$ cat src/rtl/ttip_pkg.sv
`timescale 1ns / 1ps

package ttip_pkg;

   // Defaults for the top-level parameters
   localparam int POS_BITS_DEF   = 16;
   localparam int VALUE_BITS_DEF = 64;

   // Field widths fixed by the interface
   localparam int CH_W     = 8;
   localparam int RADIX_W  = 6;
   localparam int DIGIT_W  = 6;
   localparam int VALUE_W  = 64;
   localparam int OFFSET_W = 16;

   localparam logic [RADIX_W-1:0] RADIX_RESET = 6'd10;
   localparam logic [RADIX_W-1:0] BASE_AUTO   = 6'd0;
   localparam logic [RADIX_W-1:0] BASE_ONE    = 6'd1;
   localparam logic [RADIX_W-1:0] BASE_OCT    = 6'd8;
   localparam logic [RADIX_W-1:0] BASE_DEC    = 6'd10;
   localparam logic [RADIX_W-1:0] BASE_HEX    = 6'd16;
   localparam logic [RADIX_W-1:0] BASE_MAX    = 6'd36;
   localparam logic [DIGIT_W-1:0] DIGIT_NONE  = 6'd36;

   // Character codes
   localparam logic [CH_W-1:0] CHAR_0     = 8'h30;
   localparam logic [CH_W-1:0] CHAR_9     = 8'h39;
   localparam logic [CH_W-1:0] CHAR_LO_A  = 8'h61;
   localparam logic [CH_W-1:0] CHAR_LO_Z  = 8'h7A;
   localparam logic [CH_W-1:0] CHAR_UP_A  = 8'h41;
   localparam logic [CH_W-1:0] CHAR_UP_Z  = 8'h5A;
   localparam logic [CH_W-1:0] CHAR_LO_X  = 8'h78;
   localparam logic [CH_W-1:0] CHAR_UP_X  = 8'h58;
   localparam logic [CH_W-1:0] CHAR_SPACE = 8'h20;
   localparam logic [CH_W-1:0] CHAR_TAB   = 8'h09;
   localparam logic [CH_W-1:0] CHAR_LF    = 8'h0A;
   localparam logic [CH_W-1:0] CHAR_CR    = 8'h0D;
   localparam logic [CH_W-1:0] CHAR_MINUS = 8'h2D;
   localparam logic [CH_W-1:0] CHAR_PLUS  = 8'h2B;
   localparam logic [CH_W-1:0] CHAR_OFS_A = 8'd10;

   // One classified character as it travels from front to back
   typedef struct packed {
      logic               first;
      logic [DIGIT_W-1:0] digit;
      logic               is_space;
      logic               is_sign;
      logic               is_minus;
      logic               is_zero;
      logic               is_x;
   } char_class_type;

   typedef struct packed {
      logic full;
      logic empty;
   } q_status_type;

   typedef struct packed {
      logic pop;
      logic emit;
   } back_status_type;

   // Digit value of a character, DIGIT_NONE when it is no digit at all
   function automatic logic [DIGIT_W-1:0] digit_of(input logic [CH_W-1:0] c);
      logic [CH_W-1:0] d;
      d = {2'b00, DIGIT_NONE};
      if (c >= CHAR_0 && c <= CHAR_9) begin
         d = c - CHAR_0;
      end else if (c >= CHAR_LO_A && c <= CHAR_LO_Z) begin
         d = c - CHAR_LO_A + CHAR_OFS_A;
      end else if (c >= CHAR_UP_A && c <= CHAR_UP_Z) begin
         d = c - CHAR_UP_A + CHAR_OFS_A;
      end
      return d[DIGIT_W-1:0];
   endfunction

endpackage

$ cat src/rtl/ttip_front.sv
`timescale 1ns / 1ps

module ttip_front (
   input  logic [ttip_pkg::CH_W-1:0] ch,
   input  logic                      first,
   output ttip_pkg::char_class_type  cls
);
   import ttip_pkg::*;

   // Classify the incoming character
   always_comb begin
      cls.first    = first;
      cls.digit    = digit_of(ch);
      cls.is_space = (ch == CHAR_SPACE) || (ch == CHAR_TAB) ||
                     (ch == CHAR_LF) || (ch == CHAR_CR);
      cls.is_sign  = (ch == CHAR_MINUS) || (ch == CHAR_PLUS);
      cls.is_minus = (ch == CHAR_MINUS);
      cls.is_zero  = (ch == CHAR_0);
      cls.is_x     = (ch == CHAR_LO_X) || (ch == CHAR_UP_X);
   end

endmodule

$ cat src/rtl/ttip_queue.sv
`timescale 1ns / 1ps

module ttip_queue (
   input  logic                     clock,
   input  logic                     reset,
   input  logic                     push,
   input  ttip_pkg::char_class_type push_data,
   input  logic                     pop,
   output ttip_pkg::char_class_type head,
   output ttip_pkg::q_status_type   status
);
   import ttip_pkg::*;

   char_class_type entry_ff [2];
   logic           wr_ptr_ff;
   logic           rd_ptr_ff;
   logic [1:0]     count_ff;

   assign head         = entry_ff[rd_ptr_ff];
   assign status.full  = (count_ff == 2'd2);
   assign status.empty = (count_ff == 2'd0);

   // Store the pushed transaction
   always_ff @(posedge clock) begin
      if (push) begin
         entry_ff[wr_ptr_ff] <= push_data;
      end
   end

   // Advance pointers and fill count
   always_ff @(posedge clock) begin
      if (reset) begin
         wr_ptr_ff <= 1'b0;
         rd_ptr_ff <= 1'b0;
         count_ff  <= 2'd0;
      end else begin
         if (push) begin
            wr_ptr_ff <= ~wr_ptr_ff;
         end
         if (pop) begin
            rd_ptr_ff <= ~rd_ptr_ff;
         end
         if (push && !pop) begin
            count_ff <= count_ff + 2'd1;
         end else if (pop && !push) begin
            count_ff <= count_ff - 2'd1;
         end
      end
   end

endmodule

$ cat src/rtl/ttip_back.sv
`timescale 1ns / 1ps

module ttip_back #(
   parameter int POS_BITS   = ttip_pkg::POS_BITS_DEF,
   parameter int VALUE_BITS = ttip_pkg::VALUE_BITS_DEF
) (
   input  logic                          clock,
   input  logic                          reset,
   input  logic [ttip_pkg::RADIX_W-1:0]  radix,
   input  ttip_pkg::char_class_type      head,
   input  ttip_pkg::q_status_type        q_status,
   output ttip_pkg::back_status_type     status,
   input  logic                          rsp_stall,
   output logic                          rsp_valid,
   output logic [ttip_pkg::VALUE_W-1:0]  rsp_value,
   output logic [ttip_pkg::OFFSET_W-1:0] rsp_end_offset
);
   import ttip_pkg::*;

   localparam logic [POS_BITS-1:0] POS_MAX = {POS_BITS{1'b1}};

   typedef enum logic [2:0] {
      PH_IDLE,
      PH_LEAD,
      PH_SIGNED,
      PH_ZERO,
      PH_PREFIX,
      PH_DIGITS
   } phase_type;

   phase_type             phase_ff, phase_in, cur_phase;
   logic                  negative_ff, negative_in, cur_neg;
   logic [RADIX_W-1:0]    base_ff, base_in, cur_base, eff_base;
   logic [VALUE_BITS-1:0] acc_ff, acc_in, cur_acc, mac;
   logic [POS_BITS-1:0]   pos_ff, pos_in, cur_pos, pos_inc1, pos_inc2;
   logic [VALUE_BITS+RADIX_W-1:0] mac_full;

   logic                  emit;
   logic [VALUE_BITS-1:0] emit_mag;
   logic [POS_BITS-1:0]   emit_off;
   logic signed [VALUE_BITS-1:0] signed_val;
   logic [31:0]           off_wide;
   logic                  out_free;
   logic                  pop;
   logic [DIGIT_W-1:0]    head_digit;

   logic                  rsp_valid_ff;
   logic [VALUE_W-1:0]    rsp_value_ff, rsp_value_in;
   logic [OFFSET_W-1:0]   rsp_end_offset_ff, rsp_end_offset_in;

   assign out_free    = !rsp_valid_ff || !rsp_stall;
   assign pop         = !q_status.empty && out_free;
   assign status.pop  = pop;
   assign status.emit = pop && emit;
   assign head_digit  = head.digit;

   // Restart state on a first character
   always_comb begin
      if (head.first) begin
         cur_phase = PH_LEAD;
         cur_neg   = 1'b0;
         cur_base  = radix;
         cur_acc   = '0;
         cur_pos   = '0;
      end else begin
         cur_phase = phase_ff;
         cur_neg   = negative_ff;
         cur_base  = base_ff;
         cur_acc   = acc_ff;
         cur_pos   = pos_ff;
      end
   end

   // Resolve automatic base for the digit step
   always_comb begin
      eff_base = cur_base;
      if (cur_base == BASE_AUTO) begin
         eff_base = (cur_phase == PH_ZERO) ? BASE_OCT : BASE_DEC;
      end
   end

   // Multiply-add by the base, wrap to the value width
   assign mac_full = {{RADIX_W{1'b0}}, cur_acc} * {{VALUE_BITS{1'b0}}, eff_base}
                     + {{VALUE_BITS{1'b0}}, head_digit};
   assign mac      = mac_full[VALUE_BITS-1:0];

   // Saturating position steps
   assign pos_inc1 = (cur_pos == POS_MAX) ? cur_pos : cur_pos + 1'b1;
   assign pos_inc2 = (cur_pos >= POS_MAX - 1'b1) ? POS_MAX : cur_pos + 2'd2;

   // Parse step for one character
   always_comb begin
      phase_in    = cur_phase;
      negative_in = cur_neg;
      base_in     = cur_base;
      acc_in      = cur_acc;
      pos_in      = cur_pos;
      emit        = 1'b0;
      emit_mag    = cur_acc;
      emit_off    = cur_pos;
      unique case (cur_phase)
         PH_IDLE: begin
         end
         PH_LEAD, PH_SIGNED: begin
            if (cur_phase == PH_LEAD && head.is_space) begin
               pos_in = pos_inc1;
            end else if (cur_phase == PH_LEAD && head.is_sign) begin
               negative_in = head.is_minus;
               pos_in      = pos_inc1;
               phase_in    = PH_SIGNED;
            end else if (cur_base == BASE_ONE || cur_base > BASE_MAX) begin
               emit     = 1'b1;
               emit_mag = '0;
               emit_off = '0;
            end else if (head.is_zero &&
                         (cur_base == BASE_AUTO || cur_base == BASE_HEX)) begin
               acc_in   = '0;
               pos_in   = pos_inc1;
               phase_in = PH_ZERO;
            end else begin
               base_in = eff_base;
               if (head_digit < eff_base) begin
                  acc_in   = {{(VALUE_BITS-DIGIT_W){1'b0}}, head_digit};
                  pos_in   = pos_inc1;
                  phase_in = PH_DIGITS;
               end else begin
                  emit     = 1'b1;
                  emit_mag = '0;
                  emit_off = '0;
               end
            end
         end
         PH_ZERO, PH_DIGITS: begin
            if (cur_phase == PH_ZERO && head.is_x) begin
               phase_in = PH_PREFIX;
            end else begin
               base_in = eff_base;
               if (head_digit < eff_base) begin
                  acc_in   = mac;
                  pos_in   = pos_inc1;
                  phase_in = PH_DIGITS;
               end else begin
                  emit = 1'b1;
               end
            end
         end
         PH_PREFIX: begin
            base_in = BASE_HEX;
            if (head_digit < BASE_HEX) begin
               pos_in   = pos_inc2;
               acc_in   = {{(VALUE_BITS-DIGIT_W){1'b0}}, head_digit};
               phase_in = PH_DIGITS;
            end else begin
               emit     = 1'b1;
               emit_mag = '0;
            end
         end
         default: begin
         end
      endcase
      if (emit) begin
         phase_in = PH_IDLE;
      end
   end

   // Form the result: negate, sign-extend, saturate the offset
   always_comb begin
      signed_val        = cur_neg ? -emit_mag : emit_mag;
      rsp_value_in      = VALUE_W'(signed_val);
      off_wide          = 32'(emit_off);
      rsp_end_offset_in = (off_wide > 32'h0000_FFFF) ? 16'hFFFF : off_wide[OFFSET_W-1:0];
   end

   // Hold parse state between characters
   always_ff @(posedge clock) begin
      if (reset) begin
         phase_ff    <= PH_IDLE;
         negative_ff <= 1'b0;
         base_ff     <= '0;
         acc_ff      <= '0;
         pos_ff      <= '0;
      end else if (pop) begin
         phase_ff    <= phase_in;
         negative_ff <= negative_in;
         base_ff     <= base_in;
         acc_ff      <= acc_in;
         pos_ff      <= pos_in;
      end
   end

   // Output register: load on emit, drop once taken
   always_ff @(posedge clock) begin
      if (reset) begin
         rsp_valid_ff <= 1'b0;
      end else if (pop && emit) begin
         rsp_valid_ff <= 1'b1;
      end else if (!rsp_stall) begin
         rsp_valid_ff <= 1'b0;
      end
   end

   always_ff @(posedge clock) begin
      if (pop && emit) begin
         rsp_value_ff      <= rsp_value_in;
         rsp_end_offset_ff <= rsp_end_offset_in;
      end
   end

   assign rsp_valid      = rsp_valid_ff;
   assign rsp_value      = rsp_value_ff;
   assign rsp_end_offset = rsp_end_offset_ff;

endmodule

$ cat src/rtl/text_to_integer_parser.sv
`timescale 1ns / 1ps
// Channel   Direction  Handshake            Payload
// req_      in         req_valid/req_stall  req_ch[7:0], req_first
// rsp_      out        rsp_valid/rsp_stall  rsp_value[63:0] signed, rsp_end_offset[15:0]
// csr_      in         csr_wr_en            csr_wr_data[5:0] (radix)
//
// One character per cycle sustained while no result waits under rsp_stall; a result
// passes from its stop character through classify into a two-entry queue, then one
// parse step with a multiply-add by the base, then the output register.
// Reset (synchronous, active high) empties the queue, drops any string in progress
// and sets radix to 10.
// req_stall rises only while the queue is full; the queue fills when a result
// waits under rsp_stall.

module text_to_integer_parser #(
   parameter int POS_BITS   = ttip_pkg::POS_BITS_DEF,
   parameter int VALUE_BITS = ttip_pkg::VALUE_BITS_DEF
) (
   input  logic                          clock,
   input  logic                          reset,
   input  logic                          req_valid,
   output logic                          req_stall,
   input  logic [ttip_pkg::CH_W-1:0]     req_ch,
   input  logic                          req_first,
   output logic                          rsp_valid,
   input  logic                          rsp_stall,
   output logic [ttip_pkg::VALUE_W-1:0]  rsp_value,
   output logic [ttip_pkg::OFFSET_W-1:0] rsp_end_offset,
   input  logic                          csr_wr_en,
   input  logic [ttip_pkg::RADIX_W-1:0]  csr_wr_data
);
   import ttip_pkg::*;

   logic [RADIX_W-1:0] radix_ff;
   char_class_type     front_cls;
   char_class_type     q_head;
   q_status_type       q_status;
   back_status_type    back_status;
   logic               req_accept;

   assign req_stall  = q_status.full;
   assign req_accept = req_valid && !q_status.full;

   // Hold the radix register
   always_ff @(posedge clock) begin
      if (reset) begin
         radix_ff <= RADIX_RESET;
      end else if (csr_wr_en) begin
         radix_ff <= csr_wr_data;
      end
   end

   ttip_front u_front (
      .ch    (req_ch),
      .first (req_first),
      .cls   (front_cls)
   );

   ttip_queue u_queue (
      .clock     (clock),
      .reset     (reset),
      .push      (req_accept),
      .push_data (front_cls),
      .pop       (back_status.pop),
      .head      (q_head),
      .status    (q_status)
   );

   ttip_back #(
      .POS_BITS   (POS_BITS),
      .VALUE_BITS (VALUE_BITS)
   ) u_back (
      .clock          (clock),
      .reset          (reset),
      .radix          (radix_ff),
      .head           (q_head),
      .q_status       (q_status),
      .status         (back_status),
      .rsp_stall      (rsp_stall),
      .rsp_valid      (rsp_valid),
      .rsp_value      (rsp_value),
      .rsp_end_offset (rsp_end_offset)
   );

`ifndef SYNTHESIS
   a_queue_status: assert property (@(posedge clock) disable iff (reset)
      !(q_status.full && q_status.empty))
      else $error("queue reports full and empty at once");

   a_pop_nonempty: assert property (@(posedge clock) disable iff (reset)
      back_status.emit |-> (back_status.pop && !q_status.empty))
      else $error("result emitted without a queued transaction");

   a_emit_valid: assert property (@(posedge clock) disable iff (reset)
      back_status.emit |=> rsp_valid)
      else $error("emitted result not presented");

   a_push_fills: assert property (@(posedge clock) disable iff (reset)
      (req_accept && q_status.empty) |=> !q_status.empty)
      else $error("accepted transaction lost in queue");
`endif

endmodule

$ cat config.mk
export PLATFORM = sky130hd
export DESIGN_NAME = text_to_integer_parser
export DESIGN_NICKNAME = d
export VERILOG_FILES = /design/src/rtl/ttip_pkg.sv /design/src/rtl/ttip_front.sv /design/src/rtl/ttip_queue.sv /design/src/rtl/ttip_back.sv /design/src/rtl/text_to_integer_parser.sv
export SDC_FILE = /design/constraint.sdc
export NUM_CORES = 1
export LEC_CHECK = 0
export BUFFER_PORTS_ARGS = -buffer_cell sky130_fd_sc_hd__buf_2
export CAP_MARGIN = 40
export CORE_MARGIN = 1.5
export CORE_UTILIZATION = 39
export CTS_BUF_LIST = sky130_fd_sc_hd__clkbuf_16
export CTS_CLUSTER_SIZE = 10
export DETAILED_ROUTE_END_ITERATION = 12
export PLACE_DENSITY = 0.53
export SLEW_MARGIN = 20
export SYNTH_ARGS = -nofsm -noshare
export SYNTH_HDL_FRONTEND = slang
export SYNTH_SLANG_ARGS = --single-unit
$ cat constraint.sdc
create_clock -name clock -period 11.6 [get_ports clock]
set_input_delay 3.48 -clock clock [delete_from_list [all_inputs] [get_ports clock]]
set_output_delay 3.48 -clock clock [all_outputs]
set_load 0.01 [all_outputs]
### Word level (Yosys, flattened, before mapping)

Memories as Yosys holds them, arrays and structs flattened. A register that Yosys moved wholly into a read port is not among the register bits.
Index checks and enable logic that the tools add are counted.

| storage, ports and cells | value |
|---|---|
| input port bits | 20 |
| register bits | 181 |
| logic and storage cells | 164 |
| memory bits (writable) | 24 |
| output and inout port bits | 82 |
| memories | 1 |

Memories:

| name | words | bits a word | rd ports | clocked after memory_dff | wr ports | RTL line | source |
|---|---|---|---|---|---|---|---|
| u_queue.entry_ff | 2 | 12 | 1 | 1 | 1 | ttip_queue.sv:14 | `char_class_type entry_ff [2];` |

| operators by class | value |
|---|---|
| equal/unequal tests | 19 |
| reductions and logical operators | 31 |
| bitwise operators | 2 |
| mux-type cells | 77 |
| $add $sub $neg | 11 |
| $mul | 1 |
| order comparisons | 10 |

Operator list:

| cell | number |
|---|---|
| two-way mux 64 bit | 16 |
| two-way mux 16 bit | 16 |
| one-hot mux 64 bit (3 select lines) | 1 |
| one-hot mux 64 bit (2 select lines) | 1 |
| adder 64 x 6 -> 64 bit | 1 |
| multiplier 64 x 6 -> 64 bit | 1 |
| negation 64 bit | 1 |
| two-way mux 6 bit | 10 |
| one-hot mux 16 bit (3 select lines) | 1 |
| == test 8 x 6 -> 1 bit, second input constant | 4 |
| two-way mux 3 bit | 9 |
| == test 8 x 4 -> 1 bit, second input constant | 3 |
| one-hot mux 6 bit (3 select lines) | 1 |
| two-way mux 1 bit | 17 |
| adder 16 x 1 -> 16 bit, second input constant | 1 |
| adder 16 x 2 -> 16 bit, second input constant | 1 |
| == test 16 bit, second input constant | 1 |
| == test 8 x 7 -> 1 bit, second input constant | 2 |
| greater-or-equal comparator 16 bit, second input constant | 1 |
| greater-or-equal comparator 8 x 7 -> 1 bit, second input constant | 2 |
| less-or-equal comparator 8 x 7 -> 1 bit, second input constant | 2 |
| adder 6 x 4 -> 6 bit, second input constant | 2 |
| logical AND 1 bit | 12 |
| subtractor 6 bit, second input constant | 2 |
| 25 further kinds | 43 |

### Longest topological paths before layout

Gate-level depths: netlist of run 1.

| depth | value |
|---|---|
| depth after elaboration | 13 |
| gate-level depth with buffers | 30 |
| depth with buffers taken out | 25 |

### Hierarchy

A second synthesis of run 1 with hierarchy kept.

| unflattened totals | value |
|---|---|
| cells, all modules | 2722 |
| area total of the unflattened synthesis | 23964.2 µm² |

By module, submodules not included:

| module | area an instance (µm²) | cells an instance | sequential area each (µm²) | times used |
|---|---|---|---|---|
| ttip_back | 22098.7 | 2570 | 4224.1 | 1 |
| ttip_queue | 1068.5 | 59 | 820.8 | 1 |
| ttip_front | 569.3 | 73 | 0.0 | 1 |
| text_to_integer_parser | 227.7 | 20 | 120.1 | 1 |

### Worst setup path after synthesis of run 1

OpenSTA, ideal clock, no wires.

| timing | value |
|---|---|
| path kind | in2reg |
| from | input port rsp_stall |
| to | register u_back.rsp_end_offset_ff[0], in the netlist u_back.rsp_end_offset[0], enable pin |
| data required time | 11.079 ns |
| setup slack | 3.049 ns |
| setup time | 0.521 ns |
| path buffers | 2 |
| arrival time | 8.030 ns |
| cell stages on the path | 6 |
| cell sequence | and2_1 > nor2_1 > inv_1 > clkbuf_1 > clkbuf_1 > nor2_1 |

| on the way | value |
|---|---|
| longest elaborated chain between the ends | 4 |

RTL lines:

| what | RTL line | source |
|---|---|---|
| from (decl) | text_to_integer_parser.sv:26 | `input logic rsp_stall,` |
| logical NOT 1 bit | ttip_back.sv:51 | `assign out_free = !rsp_valid_ff \|\| !rsp_stall;` |
| logical OR 1 bit | ttip_back.sv:51 |  |
| logical AND 1 bit | ttip_back.sv:52 | `assign pop = !q_status.empty && out_free;` |
| logical AND 1 bit | -- |  |
| to (signal assigned) | ttip_back.sv:205 | `rsp_end_offset_ff <= rsp_end_offset_in;` |
| to (decl) | ttip_back.sv:49 | `logic [OFFSET_W-1:0] rsp_end_offset_ff, rsp_end_offset_in;` |

Every way passes these cells.
A chain may end at the register's enable or synchronous reset.

==> metrics, run 1 <==
final worst setup slack=3.079 ns; HP Class=reg2reg; RSZ-0062 raised after global routing=false; pwr dens=154.3 mW/mm^2; Routed Antenna Nets=0; synth unique cells=99; final hold vios=0; Syn Area/Cell=8.748 sq um; WL per Instance=24.62 um; io pins=102; TritonCTS clock tree=built; slowest stage delay, CP=0.58 ns; nature of the critical path startpoint=register; Worst Path Buf+Inv=4; initial antenna violation count=0; Slowest cell on crit path=or4_1; CTS clk-pin slew, worst paths=0.06 ns; Synth top area share=20.04%; drt total wl=86.39 mm; Starting Density=39.58%; VDD IR-drop max=0.2327 mV; final setup fails=0; Sinks on Clock Net=206; Seq cells post-synth=206; hold_buf cts=0; Top delay family on crit path=adder cells; yosys synthesis warning count=0; dpl ws=2.741 ns; Syn Inst Count=2741; drt first pass iters=7; Post-synth EDFFs=104; Hold Startpoint=radix_ff[1]; first-pass GRT wire length=133.9 mm; synth top area cells=fa_1 20%, edfxtp_1 13%, dfxtp_1 8.5%, ha_1 7.7%, and3_1 6.4%; Overflow after GRT=0; fin crit share=73.46%; Slew @ Worst Pin=0.9705 ns; CP Capture Type=register; worst rel slew slack=35.30%; initial drt markers=1834; CP Max Fanout=220; Setup Buffers After CTS=0; latest clock arrival within the worst-skew pair=0.59 ns; Setup TNS=0 ns; overall routing resource usage=27.35%; largest net degree at the start of global routing=221; H-Tree Depth=1; CTS Buf Count=30; fmax=117.4 MHz; Period minus WS final=8.521 ns; max cap viols=0; overall power=0.004024 W; DR vias=21560; WS Path Type=reg2reg; final core occ=43.04%; hold slack final=0.5135 ns; hpwl dp=61.42 mm; Leakage=12.42 nW; final net count=3109; most frequent cells after synthesis=264 x nor2_1, 246 x and3_1, 240 x fa_1; Placer Congestion=0.9450; max-slew violations=0; Critical Path AT=8.99 ns; Root Buffer=clkbuf_16; # rows=90; Fin Clk Skew=0.01976 ns; Mapped Nets=3148; cell taking the most area after synthesis=fa_1; die footprint=0.06298 sq mm; Port Buf Inserts=101; Mapped Area=0.02398 sq mm; Synth-to-Final Area Change=8.740%; Primary FF master, synth=edfxtp_1; ratio of cells with drive above 1 in the final layout=9.244%; Die H=251.0 um; post_cts resized=0; core area=0.06058 sq mm; asr flop ratio synth=0%; most frequent cell after synthesis=nor2_1; CTS Buffer Depth=3; number of global-route vias before repair=22250; sequential area share after synthesis=21.54%; via/cell ratio=6.144; Die Span X=251.0 um; DRC errors left=0; outcome=finished, final reports clean; Worst Path Required=12.07 ns
metal layers:
metal,vias up,track usage (%),share of wire [%]
met5,-,0,0
met4,0,10.26,4.0
met3,191,4.525,7.3
met2,950,44.97,46
met1,10700,36.12,43
li1,9720,-,-
worst paths after layout:
| kind | end | depth (start not counted) | slack (ns) |
|---|---|---|---|
| setup / recovery | u_back.acc_ff[48] | 25 | 3.08 |
| hold / removal | radix_ff[1] | 2 | 0.51 |
| setup reg to reg | u_back.acc_ff[48] | 25 | 3.08 |
| hold reg to reg | radix_ff[1] | 2 | 0.51 |
tightest hold or removal path, cell delays in order, from the launching register on:
cell	delay, ns
dfxtp_1	0.35
mux2i_1	0.08
nand2_1	0.06
cell type report:
type	count	area, sq um
Clock inverter	23	185.2
Sequential cell	206	5170
Clock buffer	33	825.8
Tap cell	782	978.4
Fill cell	6052	34510
Timing Repair Buffer	147	944.7
Multi-Input combinational cell	2244	17690
Antenna cell	1	2.502
Inverter	73	274.0
kinds of logic after synthesis:
kind of cell    share of synthesized area (%)
compound gates                          17.30
buf+inv                                 4.826
xor+xnor                                4.200
simple gates                            23.03
mux                                     1.404
fa+ha+maj                               27.71
flops                                   21.54
sequential cells by signal, summed over array words and instances (netlist names), named ones only:
| signal | cells |
|---|---|
| radix_ff | 6 |
| u_back.acc_ff | 64 |
| u_back.base_ff | 6 |
| u_back.negative_ff | 1 |
| u_back.phase_ff | 3 |
| u_back.pos_ff | 16 |
| u_back.rsp_end_offset | 16 |
| u_back.rsp_valid | 1 |
| u_back.rsp_value | 64 |
| u_queue.count_ff | 2 |
| u_queue.entry_ff | 24 |
| u_queue.rd_ptr_ff | 1 |
| u_queue.wr_ptr_ff | 1 |
report_power, final:
group,total [W],internal [W],switching [W]
clock,0.000953,0.000572,0.000381
combinational,0.00199,0.000522,0.00147
sequential,0.00108,0.000942,0.000138
total,0.00402,0.00204,0.00199
per-stage QoR:
| step | std cells | cell area [sq um] |
|---|---|---|
| final | 3509 | 26080 |
| after global routing | 3508 | 26070 |
| after CTS | 3506 | 26050 |
| after detailed placement | 3450 | 25040 |
| after global placement | 3439 | 24880 |
| after floorplan | 2741 | 23980 |
cell usage in the layout, fill, tap and decap left out, drive strengths merged, types with 20 or more instances in the layout:
cell and instances:
a211oi 20, a21o 35, a21oi 173, a22oi 33, a31oi 28, and2 101, and3 246, buf 147
clkbuf 33, dfxtp 102, edfxtp 104, fa 240, ha 147, inv 80, mux2i 23, nand2 212
nand2b 24, nand3 63, nand4 21, nor2 265, nor3 66, o211ai 20, o21a 26, o21ai 142
xnor2 65, xor2 50
Note: power is estimated with default switching activity, not from simulation.
==> run 2, diff against run 1 <==
--- a/config.mk
+++ b/config.mk
@@ -5,6 +5,7 @@
 export SDC_FILE = /design/constraint.sdc
 export NUM_CORES = 1
 export LEC_CHECK = 0
+export ABC_AREA = 1
 export BUFFER_PORTS_ARGS = -buffer_cell sky130_fd_sc_hd__buf_2
 export CAP_MARGIN = 40
 export CORE_MARGIN = 1.5
@@ -12,7 +13,7 @@
 export CTS_BUF_LIST = sky130_fd_sc_hd__clkbuf_16
 export CTS_CLUSTER_SIZE = 10
 export DETAILED_ROUTE_END_ITERATION = 12
-export PLACE_DENSITY = 0.53
+export PLACE_DENSITY = 0.55
 export SLEW_MARGIN = 20
 export SYNTH_ARGS = -nofsm -noshare
 export SYNTH_HDL_FRONTEND = slang
==> constraint.sdc (replaced) <==
create_clock -name clock -period 7.7 [get_ports clock]
set_input_delay 2.31 -clock clock [delete_from_list [all_inputs] [get_ports clock]]
set_output_delay 2.31 -clock clock [all_outputs]
set_load 0.01 [all_outputs]
==> metrics, run 2 <==
ratio of cells with drive above 1 in the final layout=7.887% (-1.4 points); final setup fails=0 (unchanged); first-pass GRT wire length=137.2 mm (+2.5%); R2R Setup Slk=0.82 ns (-2.26 ns); VDD IR-drop max=0.2501 mV (+7.5%); Top delay family on crit path=adder cells; Slowest cell on crit path=fa_1; Hold Startpoint=u_queue.rd_ptr_ff; latest clock arrival within the worst-skew pair=0.59 ns (about the same); Routed Antenna Nets=0 (unchanged); most frequent cell after synthesis=nor2_1; Die H=255.2 um (+1.7%); max cap viols=0 (unchanged); post_cts resized=0 (unchanged); Final Cell Area=0.02735 sq mm (+4.9%); Worst Path Required=8.16 ns (-3.91 ns); most frequent cells in the layout=705 x nor2_1, 653 x nand2_1, 421 x inv_1; # rows=92 (+2.2%); Port Buf Inserts=101 (unchanged); DRC errors left=0 (unchanged); most frequent cells after synthesis=707 x nor2_1, 654 x nand2_1, 416 x inv_1; Synth top area share=19.37% (-0.67 points); Die Span X=255.2 um (+1.7%); max-slew violations=0 (unchanged); cell taking the most area after synthesis=fa_1; Fin Clk Skew=0.02907 ns (+0.009309 ns); hold slack final=0.4487 ns (-0.06486 ns); yosys synthesis warning count=0 (unchanged); outcome=finished, final reports clean; Worst Path Buf+Inv=4 (unchanged); number of global-route vias before repair=23620 (+6.2%); WS Path Type=reg2reg; Placer Congestion=0.9804 (+3.7%); Most Frequent Cell on Critical Path=nand2_1; Post-synth EDFFs=104 (unchanged); Leakage=12.91 nW (+4.0%); CTS Buffer Depth=3 (unchanged); asr flop ratio synth=0% (unchanged); Setup TNS=0 ns (unchanged); worst rel slew slack=40.94% (+5.6 points); Synth-to-Final Area Change=10.25%; CTS clk-pin slew, worst paths=0.06 ns (about the same); Slew @ Worst Pin=0.8860 ns (-0.08450 ns); Sinks on Clock Net=206 (unchanged); slowest stage delay, CP=0.56 ns (-0.02 ns); Seq cells post-synth=206 (unchanged); Critical Path AT=7.34 ns (-1.65 ns); hold_buf cts=0 (unchanged); Mapped Nets=3828 (+22%); die footprint=0.06512 sq mm (+3.4%); RSZ-0062 raised after global routing=false; CP Capture Type=register; initial drt markers=1974 (+7.6%); final net count=3910 (+26%); WL per Instance=20.34 um (-17%); drt total wl=88.92 mm (+2.9%); core area=0.06297 sq mm (+3.9%); fmax=145.4 MHz (+24%); via/cell ratio=5.457 (-11%); sequential area share after synthesis=20.82% (-0.71 points); pwr dens=380.5 mW/mm^2 (+150%); commonest non-fill, non-tap cell in the layout=nor2_1; TritonCTS clock tree=built; Fill cells=6643 (+9.8%); DR vias=23860 (+11%); Syn Area/Cell=7.250 sq um (-17%); overall routing resource usage=27.54% (+0.19 points); nature of the critical path startpoint=register; HP Class=reg2reg; final hold vios=0 (unchanged); H-Tree Depth=1 (unchanged); Setup Buffers After CTS=0 (unchanged); initial antenna violation count=3 (+3); DP Area=0.02639 sq mm (+5.4%); CP Max Fanout=20 (-91%); Overflow after GRT=0 (unchanged); drt first pass iters=6 (-1); fin crit share=89.34% (+16 points); Period minus WS final=6.879 ns (-1.642 ns); largest net degree at the start of global routing=78 (-65%); CTS Buf Count=29 (-3.3%); io pins=102 (unchanged); synth top area cells=fa_1 19%, edfxtp_1 13%, nor2_1 11%, nand2_1 9.9%, dfxtp_1 8.2%; synth unique cells=60 (-39%); Root Buffer=clkbuf_16; hpwl dp=69.45 mm (+13%); Mapped Area=0.02480 sq mm (+3.4%); Syn Inst Count=3421 (+25%); Primary FF master, synth=edfxtp_1; Starting Density=39.39% (-0.19 points)
## run 2: layer usage
metal  global-route usage (%)  up-vias  part of all wire (%)
met4                    10.36        2                   4.0
met1                    34.99    11500                    42
li1                         -    11290                     -
met3                    5.665      181                   7.8
met5                    1.128        -                  0.11
met2                    45.86      888                    46
## run 2: logic make-up (layout without fill, tap and decap cells)
family	after synthesis	count (layout)	share of synthesized area, %
other	0	1	0
adder cells (fa/ha/maj)	387	387	26.79
buffers and inverters	554	658	8.778
XOR/XNOR	87	87	3.072
AND/OR/NAND/NOR	1583	1583	25.84
flip-flops	206	206	20.82
AO/OA/AOI/OAI	604	604	14.70
## run 2: area by class of cell
type | instances | area, sq um | share of cell area, %
multi-input combinational | 2661 | 17480 | 63.94
sequential | 206 | 5165 | 18.89
inverter | 434 | 1629 | 5.957
timing repair buffer | 171 | 1070 | 3.912
tap | 846 | 1059 | 3.871
clock buffer | 29 | 725.7 | 2.654
clock inverter | 24 | 210.2 | 0.7687
antenna | 1 | 2.502 | 0.009151
## run 2: path summary, 6_finish.rpt
kind | end | depth (start not counted)
max reg2reg | u_back.acc_ff[58] | 32
min | u_queue.rd_ptr_ff | 1
min reg2reg | u_queue.rd_ptr_ff | 1
max | u_back.acc_ff[58] | 32
## run 2: stage by stage
step | setup slack (ns) | power [W] | cells | util (%)
detailed placement | 0.8903 | 0.008911 | 4317 | 41.91
finish | 0.8212 | 0.01041 | 4372 | 43.43
global route | 0.3458 | 0.01115 | 4372 | 43.43
floorplan | 0.7457 | 0.006434 | 3421 | -
global placement | 0.9733 | 0.008907 | 4309 | 41.79
CTS | 0.8728 | 0.01032 | 4370 | 43.39
## run 2: power breakdown
group	total, W	internal [W]	switching (W)	leakage [nW]
logic	0.00722	0.00197	0.00525	10.6
clock network	0.00136	0.000809	0.000550	0.480
registers	0.00183	0.00164	0.000182	1.79
## run 2: worst register-to-register path, delay by kind of cell (launching register included)
| family | cells | cell delay, ns |
|---|---|---|
| buffers and inverters | 4 | 0.94 |
| AOI/OAI and AO/OA | 9 | 1.49 |
| and+or+nand+nor | 14 | 1.90 |
| DFF | 1 | 0.34 |
| adders and majority gates | 5 | 2.10 |
